File: config.mk
export PLATFORM = sky130hd
export DESIGN_NAME = sfir_tap_cell
export DESIGN_NICKNAME = d
export VERILOG_FILES = /design/src/design/sfir_pkg.sv /design/src/design/sfir_tap_cell.sv
export SDC_FILE = /design/constraint.sdc
export NUM_CORES = 1
export LEC_CHECK = 0
export BUFFER_PORTS_ARGS = -buffer_cell sky130_fd_sc_hd__buf_2
export CORE_MARGIN = 2
export CORE_UTILIZATION = 40
export DETAILED_ROUTE_END_ITERATION = 10
export GPL_TIMING_DRIVEN = 0
export PLACE_DENSITY = 0.6
export SLEW_MARGIN = 5
export SYNTH_ARGS = -nofsm -noshare
export SYNTH_HDL_FRONTEND = slang
export SYNTH_SLANG_ARGS = --single-unit
File: constraint.sdc
create_clock -name clk -period 8.5 [get_ports clk]
set_input_delay 2.55 -clock clk [delete_from_list [all_inputs] [get_ports clk]]
set_output_delay 2.55 -clock clk [all_outputs]
set_load 0.02 [all_outputs]
File: src/design/sfir_pkg.sv
package sfir_pkg;

  localparam int MAX_HALF_TAPS = 7;
  localparam int SAMPLE_WIDTH = 16;
  localparam int K_W = 3;
  localparam int COEF_W = 17;
  localparam int NUM_COEFS = 7;
  localparam int CFG_INDEX_W = 3;
  localparam int CFG_DATA_W = 17;
  localparam int FRAC_BITS = 16;

  localparam logic [CFG_INDEX_W-1:0] REG_HALF_TAPS = 3'd0;
  localparam logic [CFG_INDEX_W-1:0] REG_COEF_CENTER = 3'd1;

  localparam logic [K_W-1:0] HALF_TAPS_RESET = 3'd1;
  localparam logic [COEF_W-1:0] COEF_CENTER_RESET = 17'h10000;

  typedef logic [NUM_COEFS-1:0][COEF_W-1:0] coef_arr_t;

  typedef struct packed {
    logic shift;
    logic clear;
  } shift_ctl_t;

  typedef struct packed {
    logic valid;
    logic last;
  } res_tag_t;

  function automatic logic [K_W-1:0] clamp_half_taps(logic [K_W-1:0] raw, int max_k);
    logic [K_W-1:0] k;
    if (raw == '0) begin
      k = K_W'(1);
    end else if (int'(raw) > max_k) begin
      k = K_W'(max_k);
    end else begin
      k = raw;
    end
    return k;
  endfunction

  // Weight seen by the tap at position pos when the window is centred on position k-1.
  function automatic logic [COEF_W-1:0] tap_coef(int pos, logic [K_W-1:0] k, coef_arr_t coefs);
    int centre;
    int distance;
    logic [COEF_W-1:0] c;
    centre = int'(k) - 1;
    distance = (pos >= centre) ? pos - centre : centre - pos;
    if (pos > 2 * centre) begin
      c = '0;
    end else begin
      c = coefs[distance[K_W-1:0]];
    end
    return c;
  endfunction

endpackage

File: src/design/sfir_tap_cell.sv
module sfir_tap_cell #(
  parameter int SAMPLE_WIDTH = sfir_pkg::SAMPLE_WIDTH,
  parameter int POS = 0,
  localparam int PROD_W = SAMPLE_WIDTH + sfir_pkg::COEF_W
) (
  input  logic                              clk,
  input  logic                              rst,
  input  sfir_pkg::shift_ctl_t              ctl,
  input  logic signed [SAMPLE_WIDTH-1:0]    din,
  input  logic [sfir_pkg::K_W-1:0]          k_next,
  input  sfir_pkg::coef_arr_t               coefs_next,
  output logic signed [SAMPLE_WIDTH-1:0]    dout,
  output logic signed [PROD_W-1:0]          prod
);

  logic [sfir_pkg::COEF_W-1:0] coef;
  logic signed [SAMPLE_WIDTH+sfir_pkg::COEF_W:0] full;

  // The product is taken from the sample entering this tap, so it matches the shifted line.
  assign full = din * $signed({1'b0, coef});

  always_ff @(posedge clk) begin
    if (rst || (ctl.shift && ctl.clear)) begin
      dout <= '0;
    end else if (ctl.shift) begin
      dout <= din;
    end
    coef <= sfir_pkg::tap_coef(POS, k_next, coefs_next);
    prod <= full[PROD_W-1:0];
  end

endmodule

==> run summary <==
overall die height = 179 um
Final Hold Fails = 0
DRT Pass-1 Iters = 5
synthesized flop and latch total = 66
CP Class = in -> reg
final hold slack = 0.496 ns
synth top area cells = fa_1, ha_1, dfxtp_1, inv_1, and2_1
Synth top area share = 0.341
dpl hpwl = 29100 um
Vias/cell = 5.17
CTS root buffer = clkbuf_16
sequential area share after synthesis = 0.108
CTS Buf Count = 9
Netlist cell types = 65
top-count cell post-synth = inv_1
Main synth FF type = dfxtp_1
all-layer global routing usage = 0.223
NumNets Final = 2039
Post-DRT Antenna Nets = 0
YS warnings = 0
Fmax = 121 MHz
I/O Buffers = 186
Core Region = 29900 sq um
number of H-tree levels = 3
Setup Fix Bufs, Post-CTS = 0
Area Overhead vs Synth = 13.7%
cts hold-fix bufs = 0
Post-synth EDFFs = 0
Crit path arrival time = 8.52 ns
net count after synthesis = 1854
clock sinks = 66
syn avg cell area = 8.82 sq um
Synth Instances = 1383
Initial DRC Count = 654
vias in the first global route = 10100
Clock Skew = 0.0107 ns
Max Transition Viols Final = 0
die area = 31900 sq um
Max Root-Sink Buffers = 2
grt ovf = 0
Vias = 10100
outcome = completed
relative slew slack = 0.337
DRC errors left = 0
Top Ports = 191
# rows = 63
Async SR Flop Fraction = 0
fraction of layout cells with a size suffix above 1 = 0.152
routed len/inst = 17.6 um
worst slew pin tran = 0.987 ns
Mapped Area = 12200 sq um
initial antenna violation count = 0
largest net degree at the start of global routing = 19
Crit Path Max Fanout = 10
critical path data required time = 8.73 ns
die width = 179 um
Synth top cells by count = inv_1, nand2_1, fa_1
first-pass GRT wire length = 53900 um
Starting Density = 0.408
# diodes = 0
Max Cap Violations = 0
worst skew pair latency = 0.35 ns
Crit. End Element = flop
Synth area leader = fa_1
crit path time final = 8.29 ns
Startpoint Class = primary input
CTS clk-pin slew, worst paths = 0.06 ns
WL final = 34500 um
HP Class = reg -> reg
routability cong. = 0.937
CTS tree = done
final worst-path cycle share = 0.975
final setup violation count = 0
[registers in the layout, summed over array words and instances, names as in the netlist]
register,cells
prod,33
coef,17
dout,16
[worst max-delay path, stage by stage]
cell,delay [ns]
buf_2,0.25
buf_4,0.25
nand2_1,0.09
fa_1,0.54
inv_1,0.07
fa_1,0.50
inv_1,0.05
fa_1,0.55
inv_1,0.05
fa_1,0.45
fa_1,0.49
inv_1,0.05
fa_1,0.54
inv_1,0.06
ha_1,0.40
nand2_1,0.20
nor3_2,0.29
o211ai_1,0.24
and3b_1,0.28
or4_1,0.50
o311ai_0,0.10
[layer usage]
layer  vias up  global-route usage  part of all wire
met5         -                   0                 0
met2       288               0.377              0.50
li1       4687                   -                 -
met3        41              0.0335             0.052
met4         0              0.0630             0.023
met1      5121               0.296              0.42
[what timing repair did]
item,in CTS,in global routing
cloned,0,0
resized for setup,5,10
setup endpoints to repair,11,4
[cell type report]
| class | instances | area [sq um] |
|---|---|---|
| Buffer | 50 | 216 |
| Clock buffer | 13 | 260 |
| Clock inverter | 2 | 12.5 |
| Fill cell | 3041 | 16000 |
| Inverter | 245 | 920 |
| Multi-Input combinational cell | 1010 | 9730 |
| Sequential cell | 66 | 1320 |
| Tap cell | 390 | 488 |
| Timing Repair Buffer | 186 | 933 |
[through the flow]
| step | cell area, sq um | instances | TNS (ns) | worst slack [ns] | util |
|---|---|---|---|---|---|
| floorplan | 12200 | 1383 | 0 | 0.478 | - |
| global placement | 13600 | 1959 | -6.58 | -0.877 | 0.456 |
| detailed placement | 13600 | 1959 | -6.66 | -0.804 | 0.456 |
| CTS | 13900 | 1964 | 0 | 0.0537 | 0.464 |
| global route | 13900 | 1962 | -0.0260 | -0.0260 | 0.465 |
| finish | 13900 | 1962 | 0 | 0.210 | 0.465 |
[placed cells by master, fill, tap and decap left out, types with 8 or more instances in the layout]
master / n
inv_1: 244
nand2_1: 215
fa_1: 208
buf_2: 192
and2_1: 135
ha_1: 121
dfxtp_1: 66
nor2_1: 58
mux2i_1: 43
a21oi_1: 41
clkbuf_1: 36
nand3_1: 23
xnor2_1: 20
o21ai_0: 16
a21o_1: 14
a31oi_1: 12
xor2_1: 9
nand2b_1: 9
o2111a_1: 9
clkbuf_16: 9
mux4_2: 8
[logic make-up (layout without fill, tap and decap cells)]
kind of cell | Yosys count | count (layout) | share of synthesized area
fa+ha+maj | 329 | 329 | 0.465
buf+inv | 307 | 496 | 0.0960
flops | 66 | 66 | 0.108
mux | 54 | 54 | 0.0528
compound gates | 123 | 123 | 0.0685
xor+xnor | 31 | 31 | 0.0235
simple gates | 473 | 473 | 0.186
[final timing paths]
kind	startpoint	end	slack [ns]	depth (start not counted)
setup / recovery	din[8]	prod[32]	0.21	21
hold / removal	dout[5]	dout[5]	0.50	2
setup reg to reg	coef[6]	prod[32]	1.60	20
hold reg to reg	dout[5]	dout[5]	0.50	2
Power is left out: the tool's default activity adds up to more than one toggle a clock period on the data nets, which glitch-free logic cannot reach.
