### src/design/sfir_pkg.sv
package sfir_pkg;

  localparam int MAX_HALF_TAPS = 7;
  localparam int SAMPLE_WIDTH = 16;
  localparam int K_W = 3;
  localparam int COEF_W = 17;
  localparam int NUM_COEFS = 7;
  localparam int CFG_INDEX_W = 3;
  localparam int CFG_DATA_W = 17;
  localparam int FRAC_BITS = 16;

  localparam logic [CFG_INDEX_W-1:0] REG_HALF_TAPS = 3'd0;
  localparam logic [CFG_INDEX_W-1:0] REG_COEF_CENTER = 3'd1;

  localparam logic [K_W-1:0] HALF_TAPS_RESET = 3'd1;
  localparam logic [COEF_W-1:0] COEF_CENTER_RESET = 17'h10000;

  typedef logic [NUM_COEFS-1:0][COEF_W-1:0] coef_arr_t;

  typedef struct packed {
    logic shift;
    logic clear;
  } shift_ctl_t;

  typedef struct packed {
    logic valid;
    logic last;
  } res_tag_t;

  function automatic logic [K_W-1:0] clamp_half_taps(logic [K_W-1:0] raw, int max_k);
    logic [K_W-1:0] k;
    if (raw == '0) begin
      k = K_W'(1);
    end else if (int'(raw) > max_k) begin
      k = K_W'(max_k);
    end else begin
      k = raw;
    end
    return k;
  endfunction

  // Weight seen by the tap at position pos when the window is centred on position k-1.
  function automatic logic [COEF_W-1:0] tap_coef(int pos, logic [K_W-1:0] k, coef_arr_t coefs);
    int centre;
    int distance;
    logic [COEF_W-1:0] c;
    centre = int'(k) - 1;
    distance = (pos >= centre) ? pos - centre : centre - pos;
    if (pos > 2 * centre) begin
      c = '0;
    end else begin
      c = coefs[distance[K_W-1:0]];
    end
    return c;
  endfunction

endpackage

### src/design/sfir_out_queue.sv
module sfir_out_queue #(
  parameter int SAMPLE_WIDTH = sfir_pkg::SAMPLE_WIDTH,
  parameter int SUM_W = 37,
  parameter int DEPTH = 8
) (
  input  logic                            clk,
  input  logic                            rst,
  input  logic signed [SUM_W-1:0]         sum,
  input  sfir_pkg::res_tag_t              tag,
  input  logic                            result_ready,
  output logic                            result_valid,
  output logic signed [SAMPLE_WIDTH-1:0]  sample_out,
  output logic                            final_out,
  output logic                            clipped
);

  localparam int RW = SUM_W + 1 - sfir_pkg::FRAC_BITS;
  localparam int PTR_W = (DEPTH > 1) ? $clog2(DEPTH) : 1;
  localparam int CNT_W = $clog2(DEPTH + 1);
  localparam logic signed [SUM_W:0] HALF_LSB = (SUM_W + 1)'(2 ** (sfir_pkg::FRAC_BITS - 1));
  localparam logic signed [SAMPLE_WIDTH-1:0] SAT_MAX = {1'b0, {(SAMPLE_WIDTH - 1){1'b1}}};
  localparam logic signed [SAMPLE_WIDTH-1:0] SAT_MIN = {1'b1, {(SAMPLE_WIDTH - 1){1'b0}}};

  typedef struct packed {
    logic signed [SAMPLE_WIDTH-1:0] sample;
    logic                           last;
    logic                           clip;
  } entry_t;

  logic signed [SUM_W:0]         biased;
  logic signed [RW-1:0]          rounded;
  logic [RW-SAMPLE_WIDTH:0]      high;
  logic                          clip;
  entry_t                        entry_in;
  entry_t                        head;
  entry_t                        mem [DEPTH];
  logic [PTR_W-1:0]              wr_ptr;
  logic [PTR_W-1:0]              rd_ptr;
  logic [CNT_W-1:0]              count;
  logic                          pop;

  // Round half up, then saturate when the sign bit and the bits above it disagree.
  assign biased = (SUM_W + 1)'(sum) + HALF_LSB;
  assign rounded = biased[SUM_W:sfir_pkg::FRAC_BITS];
  assign high = rounded[RW-1:SAMPLE_WIDTH-1];
  assign clip = (|high) && !(&high);

  always_comb begin
    entry_in.sample = clip ? (rounded[RW-1] ? SAT_MIN : SAT_MAX) : rounded[SAMPLE_WIDTH-1:0];
    entry_in.last = tag.last;
    entry_in.clip = clip;
  end

  always_ff @(posedge clk) begin
    if (tag.valid) begin
      mem[wr_ptr] <= entry_in;
    end
  end

  always_ff @(posedge clk) begin
    if (rst) begin
      wr_ptr <= '0;
      rd_ptr <= '0;
      count <= '0;
    end else begin
      if (tag.valid) begin
        wr_ptr <= wr_ptr + PTR_W'(1);
      end
      if (pop) begin
        rd_ptr <= rd_ptr + PTR_W'(1);
      end
      count <= count + CNT_W'(tag.valid) - CNT_W'(pop);
    end
  end

  assign head = mem[rd_ptr];
  assign result_valid = (count != '0);
  assign pop = result_valid && result_ready;
  assign sample_out = head.sample;
  assign final_out = head.last;
  assign clipped = head.clip;

endmodule

### config.mk
export PLATFORM = sky130hd
export DESIGN_NAME = sfir_out_queue
export DESIGN_NICKNAME = d
export VERILOG_FILES = /design/src/design/sfir_pkg.sv /design/src/design/sfir_out_queue.sv
export SDC_FILE = /design/constraint.sdc
export NUM_CORES = 1
export LEC_CHECK = 0
export BUFFER_PORTS_ARGS = -buffer_cell sky130_fd_sc_hd__buf_2
export CORE_MARGIN = 2
export CORE_UTILIZATION = 63
export CTS_CLUSTER_SIZE = 10
export DETAILED_ROUTE_END_ITERATION = 10
export GPL_TIMING_DRIVEN = 0
export PLACE_DENSITY_LB_ADDON = 0.1
export SLEW_MARGIN = 40
export SYNTH_ARGS = -nofsm -noshare
export SYNTH_HDL_FRONTEND = slang
export SYNTH_SLANG_ARGS = --single-unit
### constraint.sdc
create_clock -name clk -period 5.79 [get_ports clk]
set_input_delay 1.737 -clock clk [delete_from_list [all_inputs] [get_ports clk]]
set_output_delay 1.737 -clock clk [all_outputs]
set_load 0.1 [all_outputs]
==> results.toml <==
[status]
outcome = "finished clean"

[yosys]
yosysTopAreaCell = "edfxtp_1"
synth_ff_type = "edfxtp_1"
synth-seq-cells = 157
ys_types = 43
ys_async_sr_fraction_pct = 0
synth_edf_count = 144
yosys_warnings = 0
seq_area_frac_synth_pct = 68.8
yosys-top-cells-area = "edfxtp_1 (65%), mux4_2 (12%), dfxtp_1 (3.9%)"
syn-num-nets = 413
syn_avg_cell_area_um2 = 18.4
syn-instance-count = 362
netlist_area_um2 = 6660
synth_top_cell_area_share_pct = 64.9

[clock_tree]
postCtsHoldBufs = 0
cts.repair.resized = 0
h-tree-depth = 4
numCtsBuffers = 17
clockBufferDepth = 2
clockRootBuffer = "clkbuf_8"
clk_latency_ns = 0.53
cts_setup_buffers = 0
cts_sinks = 157
cts_tree = "yes"
clkSlewWorstSetupHoldPaths_ns = 0.06

[power_and_ir_drop]
ir_drop_mv = 0.350
power_per_cell_area_nw_per_um2 = 435
p_leak_uw = 0.00260

[setup_path]
cp.arrival_ns = 3.05
endpoint_kind = "output pin"
path_class = "reg2out"
critPathLaunchType = "register"
cpMostUsedCell = "buf_2"
reg2reg_slack_ns = 3.74
critPathTopFamily = "buffers and inverters"
crit_buf_inv = 3
cpPeakStageDelay_ns = 0.59
r2r_start = "count[2]"
regToRegEndpoint = "count[2]"
required_ns = 4.05
ff2ff_path_depth = 11
crit_fanout = 10
path_cells = "clkbuf_1 -> buf_2 -> mux4_2 -> mux2_2 -> buf_2"
critPathSlowestCell = "mux4_2"

[routing]
drt_drc_violations_left = 0
via_count = 3603
ant_nets = 0
drtPass1Iterations = 5
via_per_inst = 6.14
dr.first_iter.drc_count = 314
drt_wl_total_um = 13900
routedWlPerCell_um = 23.7

[placed_design]
dp.final_hpwl_um = 8660
port_buffers = 45
gp_congestion = 0.746
place_ws_ns = 1.38

[floorplan]
core_region_area_um2 = 10300
die_h_um = 107
die_w_um = 107
die-area_um2 = 11400
std_cell_rows = 37
io_pins = 61
initial_utilization_pct = 64.8

[job]
maxCapViolCount = 0

[timing]
timing.final.crit_share_pct = 82.7
finClkSkew_ns = 0.00756
finalHoldViolCount = 0
setup_viol = 0
maxSlewViolCount = 0
relSlewSlack_pct = 44.1
worstMarginPinSlew_ns = 0.814
finalSetupTns_ns = 0
fin_ws_ns = 0.999
period_minus_slack_ns = 4.79
rsz0062_at_grt = "false"
fmax_mhz = 209
hold-worst-slack_ns = 0.530

[grt]
antenna_found_initial = 0
track_usage_pct = 26.8
grt_first_pass_wirelength_um = 21400
grt_pass1_vias = 3805
grt_overflow_total = 0
grt_max_degree = 18

[worst_hold_path]
min_path_cells = 2
hold_path_end = "wr_ptr[2]"
holdCritPathClass = "reg2reg"
hp-start = "wr_ptr[2]"

[cells_and_area]
nets = 489
final_core_utilization_pct = 76.2
drive_above_1_share_pct = 35.9
nFillCells = 610
diodes = 0
areaGrowthSynthToFinish_pct = 17.7
==> cells by family (layout without fill, tap and decap cells) <==
kind of cell               count (synthesis)  count (layout)  synth area share [%]
AOI/OAI and AO/OA                         11              11                  1.11
xor gates and xnor gates                  21              21                  2.76
and+or+nand+nor                           69              69                  6.05
adders and majority gates                  9               9                  1.80
DFF                                      157             157                  68.8
buffers and inverters                     25             114                  1.82
muxes                                     70              70                  17.6
==> worst max path at each step <==
stage	slack [ns]	to	cells past startpoint	from
floorplan	1.97	mem[0][10]	10	sum[15]
finish	1.0	sample_out[3]	5	register
global route	0.81	sample_out[3]	5	register
detailed placement	1.38	mem[7][15]	11	sum[15]
global placement	0.84	mem[0][13]	3	tag[1]
CTS	0.91	sample_out[3]	5	register
==> cells in the final DEF (no fill, tap or decap), drive strengths merged, types with 2 or more instances in the layout <==
cell / synthesis / layout
a21oi: 3 / 3
nor2: 18 / 18
xnor2: 13 / 13
inv: 11 / 12
o21ai: 2 / 2
a31o: 2 / 2
nor4: 2 / 2
nor3: 8 / 8
or2: 2 / 2
nand3: 6 / 6
ha: 8 / 8
xor2: 8 / 8
mux4: 36 / 36
bufinv: 0 / 3
nand2: 15 / 15
mux2: 18 / 18
dfxtp: 13 / 13
nor2b: 3 / 3
clkinv: 0 / 5
buf: 7 / 64
clkbuf: 7 / 27
and3: 3 / 3
clkinvlp: 0 / 3
edfxtp: 144 / 144
mux2i: 16 / 16
nand4: 5 / 5
nand2b: 3 / 3
==> state kept, by name (all words and copies together) (netlist names), named ones only <==
signal / count
count: 4
wr_ptr: 3
mem: 144
rd_ptr: 3
==> cells in the mapped netlist, types with 2 or more instances <==
library cell,n
mux2_2,18
edfxtp_1,144
nand2b_1,3
nand3_1,5
a31o_1,2
dfxtp_1,13
and3_1,3
buf_1,2
nand4_4,2
clkbuf_1,7
nor2b_1,3
mux4_2,36
nand2_1,15
a21oi_1,3
nor3_1,7
xor2_1,8
mux2i_1,16
inv_1,10
xnor2_1,13
nand4_1,3
nor2_1,18
ha_1,8
buf_2,3
==> worst min-delay path, cell delays in order, from the launching register on <==
cell     delay, ns
dfxtp_1       0.35
xor2_1        0.07
nor2_1        0.07
==> area by class of cell <==
cell class,instances,area [um^2],share of cell area [%]
clock inverters,12,145,1.85
well taps,136,170,2.17
inverters,11,41.3,0.527
multi-input cells,180,2010,25.6
clock buffers,20,425,5.43
plain buffers,14,80.1,1.02
flip-flops and latches,157,4580,58.5
repair buffers,57,380,4.85
==> through the flow <==
step,instance area (um^2),instances,total power [uW]
floorplan,6660,362,2160
global placement,7060,543,2320
detailed placement,7270,555,2350
CTS,7840,587,3420
global route,7840,587,3520
finish,7840,587,3410
==> routing by layer <==
metal | track usage (%) | part of all wire (%) | vias up
met5 | 0 | 0 | -
met4 | 8.81 | 1.4 | 0
met3 | 7.54 | 6.7 | 20
met2 | 43.7 | 52 | 159
met1 | 35.5 | 40 | 1831
li1 | - | - | 1593
==> power breakdown <==
group	switching, uW	internal, uW	total [uW]
registers	18.8	1290	1310
logic	705	317	1020
clock network	424	653	1080
total	1150	2260	3410
Power figures use the tool's default switching activity.
