## src/design/sfir_pkg.sv

```systemverilog
package sfir_pkg;

  localparam int MAX_HALF_TAPS = 7;
  localparam int SAMPLE_WIDTH = 16;
  localparam int K_W = 3;
  localparam int COEF_W = 17;
  localparam int NUM_COEFS = 7;
  localparam int CFG_INDEX_W = 3;
  localparam int CFG_DATA_W = 17;
  localparam int FRAC_BITS = 16;

  localparam logic [CFG_INDEX_W-1:0] REG_HALF_TAPS = 3'd0;
  localparam logic [CFG_INDEX_W-1:0] REG_COEF_CENTER = 3'd1;

  localparam logic [K_W-1:0] HALF_TAPS_RESET = 3'd1;
  localparam logic [COEF_W-1:0] COEF_CENTER_RESET = 17'h10000;

  typedef logic [NUM_COEFS-1:0][COEF_W-1:0] coef_arr_t;

  typedef struct packed {
    logic shift;
    logic clear;
  } shift_ctl_t;

  typedef struct packed {
    logic valid;
    logic last;
  } res_tag_t;

  function automatic logic [K_W-1:0] clamp_half_taps(logic [K_W-1:0] raw, int max_k);
    logic [K_W-1:0] k;
    if (raw == '0) begin
      k = K_W'(1);
    end else if (int'(raw) > max_k) begin
      k = K_W'(max_k);
    end else begin
      k = raw;
    end
    return k;
  endfunction

  // Weight seen by the tap at position pos when the window is centred on position k-1.
  function automatic logic [COEF_W-1:0] tap_coef(int pos, logic [K_W-1:0] k, coef_arr_t coefs);
    int centre;
    int distance;
    logic [COEF_W-1:0] c;
    centre = int'(k) - 1;
    distance = (pos >= centre) ? pos - centre : centre - pos;
    if (pos > 2 * centre) begin
      c = '0;
    end else begin
      c = coefs[distance[K_W-1:0]];
    end
    return c;
  endfunction

endpackage

```

## src/design/sfir_adder_tree.sv

```systemverilog
module sfir_adder_tree #(
  parameter int NUM_LEAVES = 13,
  parameter int IN_W = 33,
  parameter int OUT_W = 37
) (
  input  logic                     clk,
  input  logic                     rst,
  input  sfir_pkg::res_tag_t       tag_in,
  input  logic signed [IN_W-1:0]   leaf [NUM_LEAVES],
  output logic signed [OUT_W-1:0]  sum,
  output sfir_pkg::res_tag_t       tag_out
);

  localparam int LEVELS = (NUM_LEAVES > 1) ? $clog2(NUM_LEAVES) : 1;
  localparam int PAD = 2 ** LEVELS;
  localparam int NODES = PAD - 1;

  logic signed [OUT_W-1:0] pad_leaf [PAD];
  logic signed [OUT_W-1:0] node [NODES];
  sfir_pkg::res_tag_t      tag_pipe [LEVELS];

  for (genvar l = 0; l < PAD; l++) begin : g_leaf
    if (l < NUM_LEAVES) begin : g_used
      assign pad_leaf[l] = OUT_W'(leaf[l]);
    end else begin : g_pad
      assign pad_leaf[l] = '0;
    end
  end

  for (genvar i = 0; i < NODES; i++) begin : g_node
    if (2 * i + 1 >= NODES) begin : g_bottom
      always_ff @(posedge clk) begin
        node[i] <= pad_leaf[2*i+1-NODES] + pad_leaf[2*i+2-NODES];
      end
    end else begin : g_inner
      always_ff @(posedge clk) begin
        node[i] <= node[2*i+1] + node[2*i+2];
      end
    end
  end

  always_ff @(posedge clk) begin
    if (rst) begin
      for (int j = 0; j < LEVELS; j++) begin
        tag_pipe[j] <= '0;
      end
    end else begin
      tag_pipe[0] <= tag_in;
      for (int j = 1; j < LEVELS; j++) begin
        tag_pipe[j] <= tag_pipe[j-1];
      end
    end
  end

  assign sum = node[0];
  assign tag_out = tag_pipe[LEVELS-1];

endmodule

```

## config.mk

```make
export PLATFORM = sky130hd
export DESIGN_NAME = sfir_adder_tree
export DESIGN_NICKNAME = d
export VERILOG_FILES = /design/src/design/sfir_pkg.sv /design/src/design/sfir_adder_tree.sv
export SDC_FILE = /design/constraint.sdc
export NUM_CORES = 1
export LEC_CHECK = 0
export BUFFER_PORTS_ARGS = -buffer_cell sky130_fd_sc_hd__buf_2
export CAP_MARGIN = 20
export CORE_MARGIN = 3
export CORE_UTILIZATION = 45
export DETAILED_ROUTE_END_ITERATION = 10
export PLACE_DENSITY = 0.68
export SLEW_MARGIN = 20
export SYNTH_ARGS = -nofsm -noshare
export SYNTH_HDL_FRONTEND = slang
export SYNTH_SLANG_ARGS = --single-unit
```

## constraint.sdc

```tcl
create_clock -name clk -period 3.8 [get_ports clk]
set_input_delay 0.76 -clock clk [delete_from_list [all_inputs] [get_ports clk]]
set_output_delay 0.76 -clock clk [all_outputs]
set_load 0.01 [all_outputs]
```

==> flow_metrics.tcl, run 1 <==
set metrics [dict create \
    hold_violations 0 \
    io_pins 472 \
    vias_per_cell 5.379 \
    fillers 6147 \
    antenna_cells 0 \
    yosysUniqueCellTypes 80 \
    pre_cts_ws_ns -0.2697 \
    initial_core_util 0.4574 \
    ys_top_cells_by_area "dfxtp_1 33%, ha_1 17%, xnor2_1 7.1%" \
    synth_seq_area_share 0.3311 \
    min_period_ns 3.595 \
    routed-via-count 25700 \
    grt_pass1_wl_um 130400 \
    portBuffers 471 \
    cts_tree "yes" \
    synthArstFlopShare 0 \
    fin_ws_ns 0.2049 \
    synth_area_per_cell_um2 9.032 \
    clkLatencyLatePin_ns 0.60 \
    rsz0062_at_grt "no" \
    gp_congestion 0.9324 \
    chipHeight_um 265.2 \
    cts_hold_buffers 0 \
    dieArea_um2 70330 \
    power.total_mw 28.88 \
    drive_gt1_frac 0.1788 \
    synth_seq_cells 500 \
    clock_skew_ns 0.01864 \
    grt_util_all_layers 0.2311 \
    layout.nets 4722 \
    grt_max_degree 15 \
    remaining_drc_errors 0 \
    status "completed" \
    numClockSinks 500 \
    timing.hold.ws_ns 0.2520 \
    wl_um 84590 \
    cts_buffer_depth 3 \
    syn_inst 3347 \
    syn_area_um2 30230 \
    netlist.area_leader.share 0.3311 \
    vdd_drop_max_mv 0.5420 \
    max_freq_ghz 0.2782 \
    antenna_found_initial 2 \
    post_cts_buffers 0 \
    wl_per_cell_um 17.70 \
    cts-root-buf "clkbuf_16" \
    maxSlewViolCount 0 \
    tightest_slew_ns 0.7888 \
    die_x_um 265.2 \
    cp-end-kind "flip-flop" \
    first_iter_violations 1437 \
    clk_pin_slew_worst_paths_ns 0.06 \
    stdcell_area_um2 35780 \
    cp.required_ns 4.33 \
    arrival_ns 4.12 \
    ys_dominant_reg_cell "dfxtp_1" \
    placed_area_um2 33800 \
    cts_buffers 54 \
    netlist_top_cells_count "500 x dfxtp_1, 408 x ha_1, 359 x a21oi_1" \
    synth-warning-count 0 \
    synth-edff-count 0 \
    yosysMostFrequentCell "dfxtp_1" \
    powerDensity_nw_per_um2 807.3 \
    grt-ovfl-total 0 \
    setup_violations 0 \
    criticalPathCategory "reg -> reg" \
    worstPathMaxFanout 3 \
    dr.pass1.iters 5 \
    final_antenna_net_count 0 \
    grt_pass1_vias 24350 \
    core-area_um2 66100 \
    rows 94 \
    worstSetupStartpointType "flip-flop" \
    dp_hpwl_um 70220 \
    p_leak_nw 17.23 \
    relSlewSlack 0.4605 \
    final.period_utilization 0.9461 \
    synthToLayoutAreaGrowth_pct 18.35 \
    hold_path.class "in -> reg" \
    max-cap-violations 0 \
    htree_levels 2 \
    final_util 0.5413 \
    synth_area_leader_cell "dfxtp_1" \
    syn_nets 4200 \
]
[state kept, by name, indices dropped and copies added, names as in the netlist]
signal / cells
node: 492
tag_pipe: 8
[metal layers]
metal  track usage  wire, µm
met3       0.03543      4592
met1        0.3248     40550
met5             0        27
met2        0.3725     37390
met4       0.05841      2031
[power breakdown]
| part | internal (mW) | leakage [nW] | switching [mW] |
|---|---|---|---|
| registers | 7.23 | 4.22 | 0.770 |
| logic | 6.60 | 12.1 | 8.66 |
| clock network | 3.43 | 0.952 | 2.19 |
[critical path: stages (launching register included)]
cell and delay (ns):
dfxtp_1 0.30, ha_1 0.22, fa_1 0.40, a21o_1 0.21, a21oi_2 0.22, o211ai_1 0.17
a41oi_1 0.36, o21ai_0 0.21, a31oi_1 0.31, o21bai_1 0.10, a21oi_1 0.28, o221ai_1 0.22
a221oi_1 0.35, xnor2_1 0.15
[final cells by class]
class	instances	area (µm²)	area share
repair buffers	554	2980	0.08330
clock buffers	68	1505	0.04207
flip-flops and latches	500	10010	0.2798
inverters	135	506.7	0.01416
multi-input cells	2624	19260	0.5383
well taps	864	1081	0.03021
clock inverters	33	436.7	0.01220
[per-stage QoR]
| step | instances | TNS [ns] |
|---|---|---|
| final | 4778 | 0 |
| after global routing | 4778 | 0 |
| after CTS | 4778 | 0 |
| after detailed placement | 4677 | -2.199 |
| after global placement | 4677 | -1.265 |
| after floorplan | 3347 | 0 |
[what timing repair did]
action,4_1_cts,5_1_grt
gates resized for setup,2,11
pin swaps,0,2
hold endpoints to repair,0,0
endpoints found under the setup margin,3,10
[cell usage in the layout, fill, tap and decap left out, types with 83 or more instances in the layout]
cell type  Yosys  routed
dfxtp_1      500     500
xnor2_1      244     244
inv_1        135     135
buf_2          3     471
ha_1         408     408
nor2_1       173     173
xor2_1       113     113
a21oi_1      359     354
buf_4         37      83
nand2_1      198     198
a21o_1       225     225
o21ai_0      176     174
[worst paths after layout]
kind / start / to / slack (ns) / cells after the start
max: node[0][185]$_DFF_P_ / node[0][110]$_DFF_P_ / 0.20 / 13
min: leaf[0] / node[1][185]$_DFF_P_ / 0.25 / 1
max reg2reg: node[0][185]$_DFF_P_ / node[0][110]$_DFF_P_ / 0.20 / 13
min reg2reg: node[1][210]$_DFF_P_ / node[0][247]$_DFF_P_ / 0.33 / 0
[cell families (layout without fill, tap and decap cells)]
group                    after synthesis  after routing  synth area share
AO/OA/AOI/OAI                       1099           1099            0.2335
XOR/XNOR                             357            357            0.1034
adder cells (fa/ha/maj)              420            420            0.1768
buffers and inverters                223            790           0.03303
flip-flops                           500            500            0.3311
multiplexers                           4              4          0.001324
AND/OR/NAND/NOR                      744            744            0.1208
No activity file was read; power rests on OpenSTA's default activity.
==> run 2: changes to the inputs <==
- ABC_AREA: not set -> 1
- CAP_MARGIN: 20 -> 10
- PLACE_DENSITY: 0.68 -> 0.67
==> run 2 against run 1 <==
Effect of this change: setup slack better by 1.3 ns; critical endpoint is now node[0][69]$_DFF_P_; die area up 29%; global-route usage increased by 5.2 points; register-to-register slack better by 1.3 ns; highest routed layer unchanged; sequential power grew 4.9%; hold slack better by 0.0084 ns; power is 12% higher; clock power rose by 3.9%; largest power group unchanged; synthesized area increased by 30%; critical path type unchanged; non-clock buffer count down 83; wire length up 56%.
==> flow_metrics.tcl, run 2 <==
set metrics [dict create \
    grt-ovfl-total 0 \
    dp_hpwl_um 115600 \
    setup_violations 0 \
    worstSetupStartpointType "flip-flop" \
    min_period_ns 2.322 \
    pre_cts_ws_ns 1.129 \
    criticalPathCategory "reg -> reg" \
    drive_gt1_frac 0.1005 \
    numClockSinks 500 \
    routed-via-count 39900 \
    tightest_slew_ns 0.5842 \
    final_cell_mix "2237 x nand2_1, 1090 x inv_1, 614 x nor2_1, 500 x dfxtp_1, 471 x buf_2" \
    synthArstFlopShare 0 \
    final.period_utilization 0.6112 \
    critPathMostFrequentCell "nand2_1" \
    largest_reg_flops 492 \
    syn_nets 7222 \
    rsz0062_at_grt "no" \
    synth_area_per_cell_um2 6.149 \
    remaining_drc_errors 0 \
    final_common_cell "nand2_1" \
    cts_buffers 57 \
    largest-register "node" \
    yosysMostFrequentCell "nand2_1" \
    netlist.area_leader.share 0.2556 \
    syn_area_um2 39160 \
    fin_ws_ns 1.478 \
    synth_seq_area_share 0.2556 \
    grt_util_all_layers 0.2834 \
    core-area_um2 85680 \
    crit_slowest_cell "fa_1" \
    post_cts_buffers 0 \
    relSlewSlack 0.6092 \
    dr.pass1.iters 7 \
    maxSlewViolCount 0 \
    die_x_um 301.0 \
    cts_resized 0 \
    chipHeight_um 301.0 \
    grt_pass1_vias 37700 \
    worstPathMaxFanout 5 \
    grt_max_degree 17 \
    io_pins 472 \
    clkLatencyLatePin_ns 0.63 \
    cts-root-buf "clkbuf_16" \
    final_antenna_net_count 0 \
    yosysUniqueCellTypes 27 \
    p_leak_nw 25.67 \
    htree_levels 2 \
    antenna_found_initial 6 \
    cts_hold_buffers 0 \
    max_freq_ghz 0.4306 \
    worstPathCellList "ha_1, fa_1, nand3_1, nand3_2, nand2_1, nand3_1, nand2_1, nand2_1, nand2_1, nand2_1, nand2_1, nand2_1" \
    gp_congestion 0.9950 \
    clock_skew_ns 0.03586 \
    cp-end-kind "flip-flop" \
    first_iter_violations 2591 \
    netlist_top_cells_count "2237 x nand2_1, 1090 x inv_1, 614 x nor2_1" \
    synthToLayoutAreaGrowth_pct 14.15 \
    hold_path.class "in -> reg" \
    arrival_ns 2.81 \
    synth_area_leader_cell "dfxtp_1" \
    powerDensity_nw_per_um2 721.8 \
    cts_buffer_depth 3 \
    grt_pass1_wl_um 203000 \
    wl_um 131800 \
    synth-warning-count 0 \
    ys_top_cells_by_area "dfxtp_1 26%, nand2_1 21%, ha_1 13%" \
    critPathTopFamily "simple AND/OR/NAND/NOR gates" \
    crit_buf_inv 0 \
    vdd_drop_max_mv 0.6552 \
    critPathMaxStageDelay_ns 0.46 \
    wl_per_cell_um 16.36 \
    status "completed" \
    ys_dominant_reg_cell "dfxtp_1" \
    max-cap-violations 0 \
    reg.largest.list "node (492), tag_pipe (8)" \
    portBuffers 471 \
    syn_inst 6369 \
    cp.required_ns 4.29 \
    cts_tree "yes" \
    synth-edff-count 0 \
    hold_violations 0 \
    finalSetupTns_ns 0 \
    dieArea_um2 90600 \
    vias_per_cell 4.953 \
    initial_core_util 0.4571 \
    clk_pin_slew_worst_paths_ns 0.06 \
    rows 107 \
    layout.nets 7714 \
    synth_seq_cells 500 \
]
==> run 2: cells by family after synthesis <==
group / count (synthesis) / synth area share
AOI/OAI and AO/OA: 686 / 0.09281
xor gates and xnor gates: 212 / 0.04741
adders and majority gates: 420 / 0.1365
buffers and inverters: 1128 / 0.1117
DFF: 500 / 0.2556
and+or+nand+nor: 3423 / 0.3560
==> run 2: final timing paths <==
| check | from | end | slack (ns) | cells after the start |
|---|---|---|---|---|
| worst min-delay path | leaf[30] | node[1][215]$_DFF_P_ | 0.26 | 1 |
| worst max-delay path | node[0][148]$_DFF_P_ | node[0][69]$_DFF_P_ | 1.48 | 12 |
| worst min register to register | node[1][220]$_DFF_P_ | node[0][258]$_DFF_P_ | 0.32 | 0 |
| worst max register to register | node[0][148]$_DFF_P_ | node[0][69]$_DFF_P_ | 1.48 | 12 |
==> run 2: per-stage QoR <==
step,cells,utilization,hold slack (ns),power (mW),area (µm²)
6_report,8057,0.5217,0.2603,32.27,44700
5_1_grt,8053,0.5216,0.2346,35.21,44690
4_1_cts,8052,0.5216,0.2164,32.37,44690
3_5_place_dp,7946,0.4980,0.3121,26.40,42670
3_3_place_gp,7946,0.4980,0.3113,26.28,42670
2_1_floorplan,6369,-,0.3096,20.93,39160
==> run 2: cell type report <==
class	count	area [µm²]
fillers	9117	40980
multi-input cells	4741	24780
flip-flops and latches	500	10010
inverters	1090	4091
repair buffers	471	2357
clock buffers	65	1496
well taps	1144	1431
clock inverters	41	524.3
diodes	5	12.51
==> run 2: report_power, final <==
part	total, mW	leakage (nW)	internal (mW)	switching (mW)
clock	5.84	0.980	3.44	2.40
sequential	8.39	4.22	7.17	1.22
combinational	18.0	20.5	6.14	11.9
==> run 2: routing by layer <==
| metal | wire, µm | global-route usage |
|---|---|---|
| met5 | 7 | 0 |
| met4 | 3125 | 0.06863 |
| met3 | 7011 | 0.03014 |
| met2 | 60280 | 0.4790 |
| met1 | 61380 | 0.3864 |
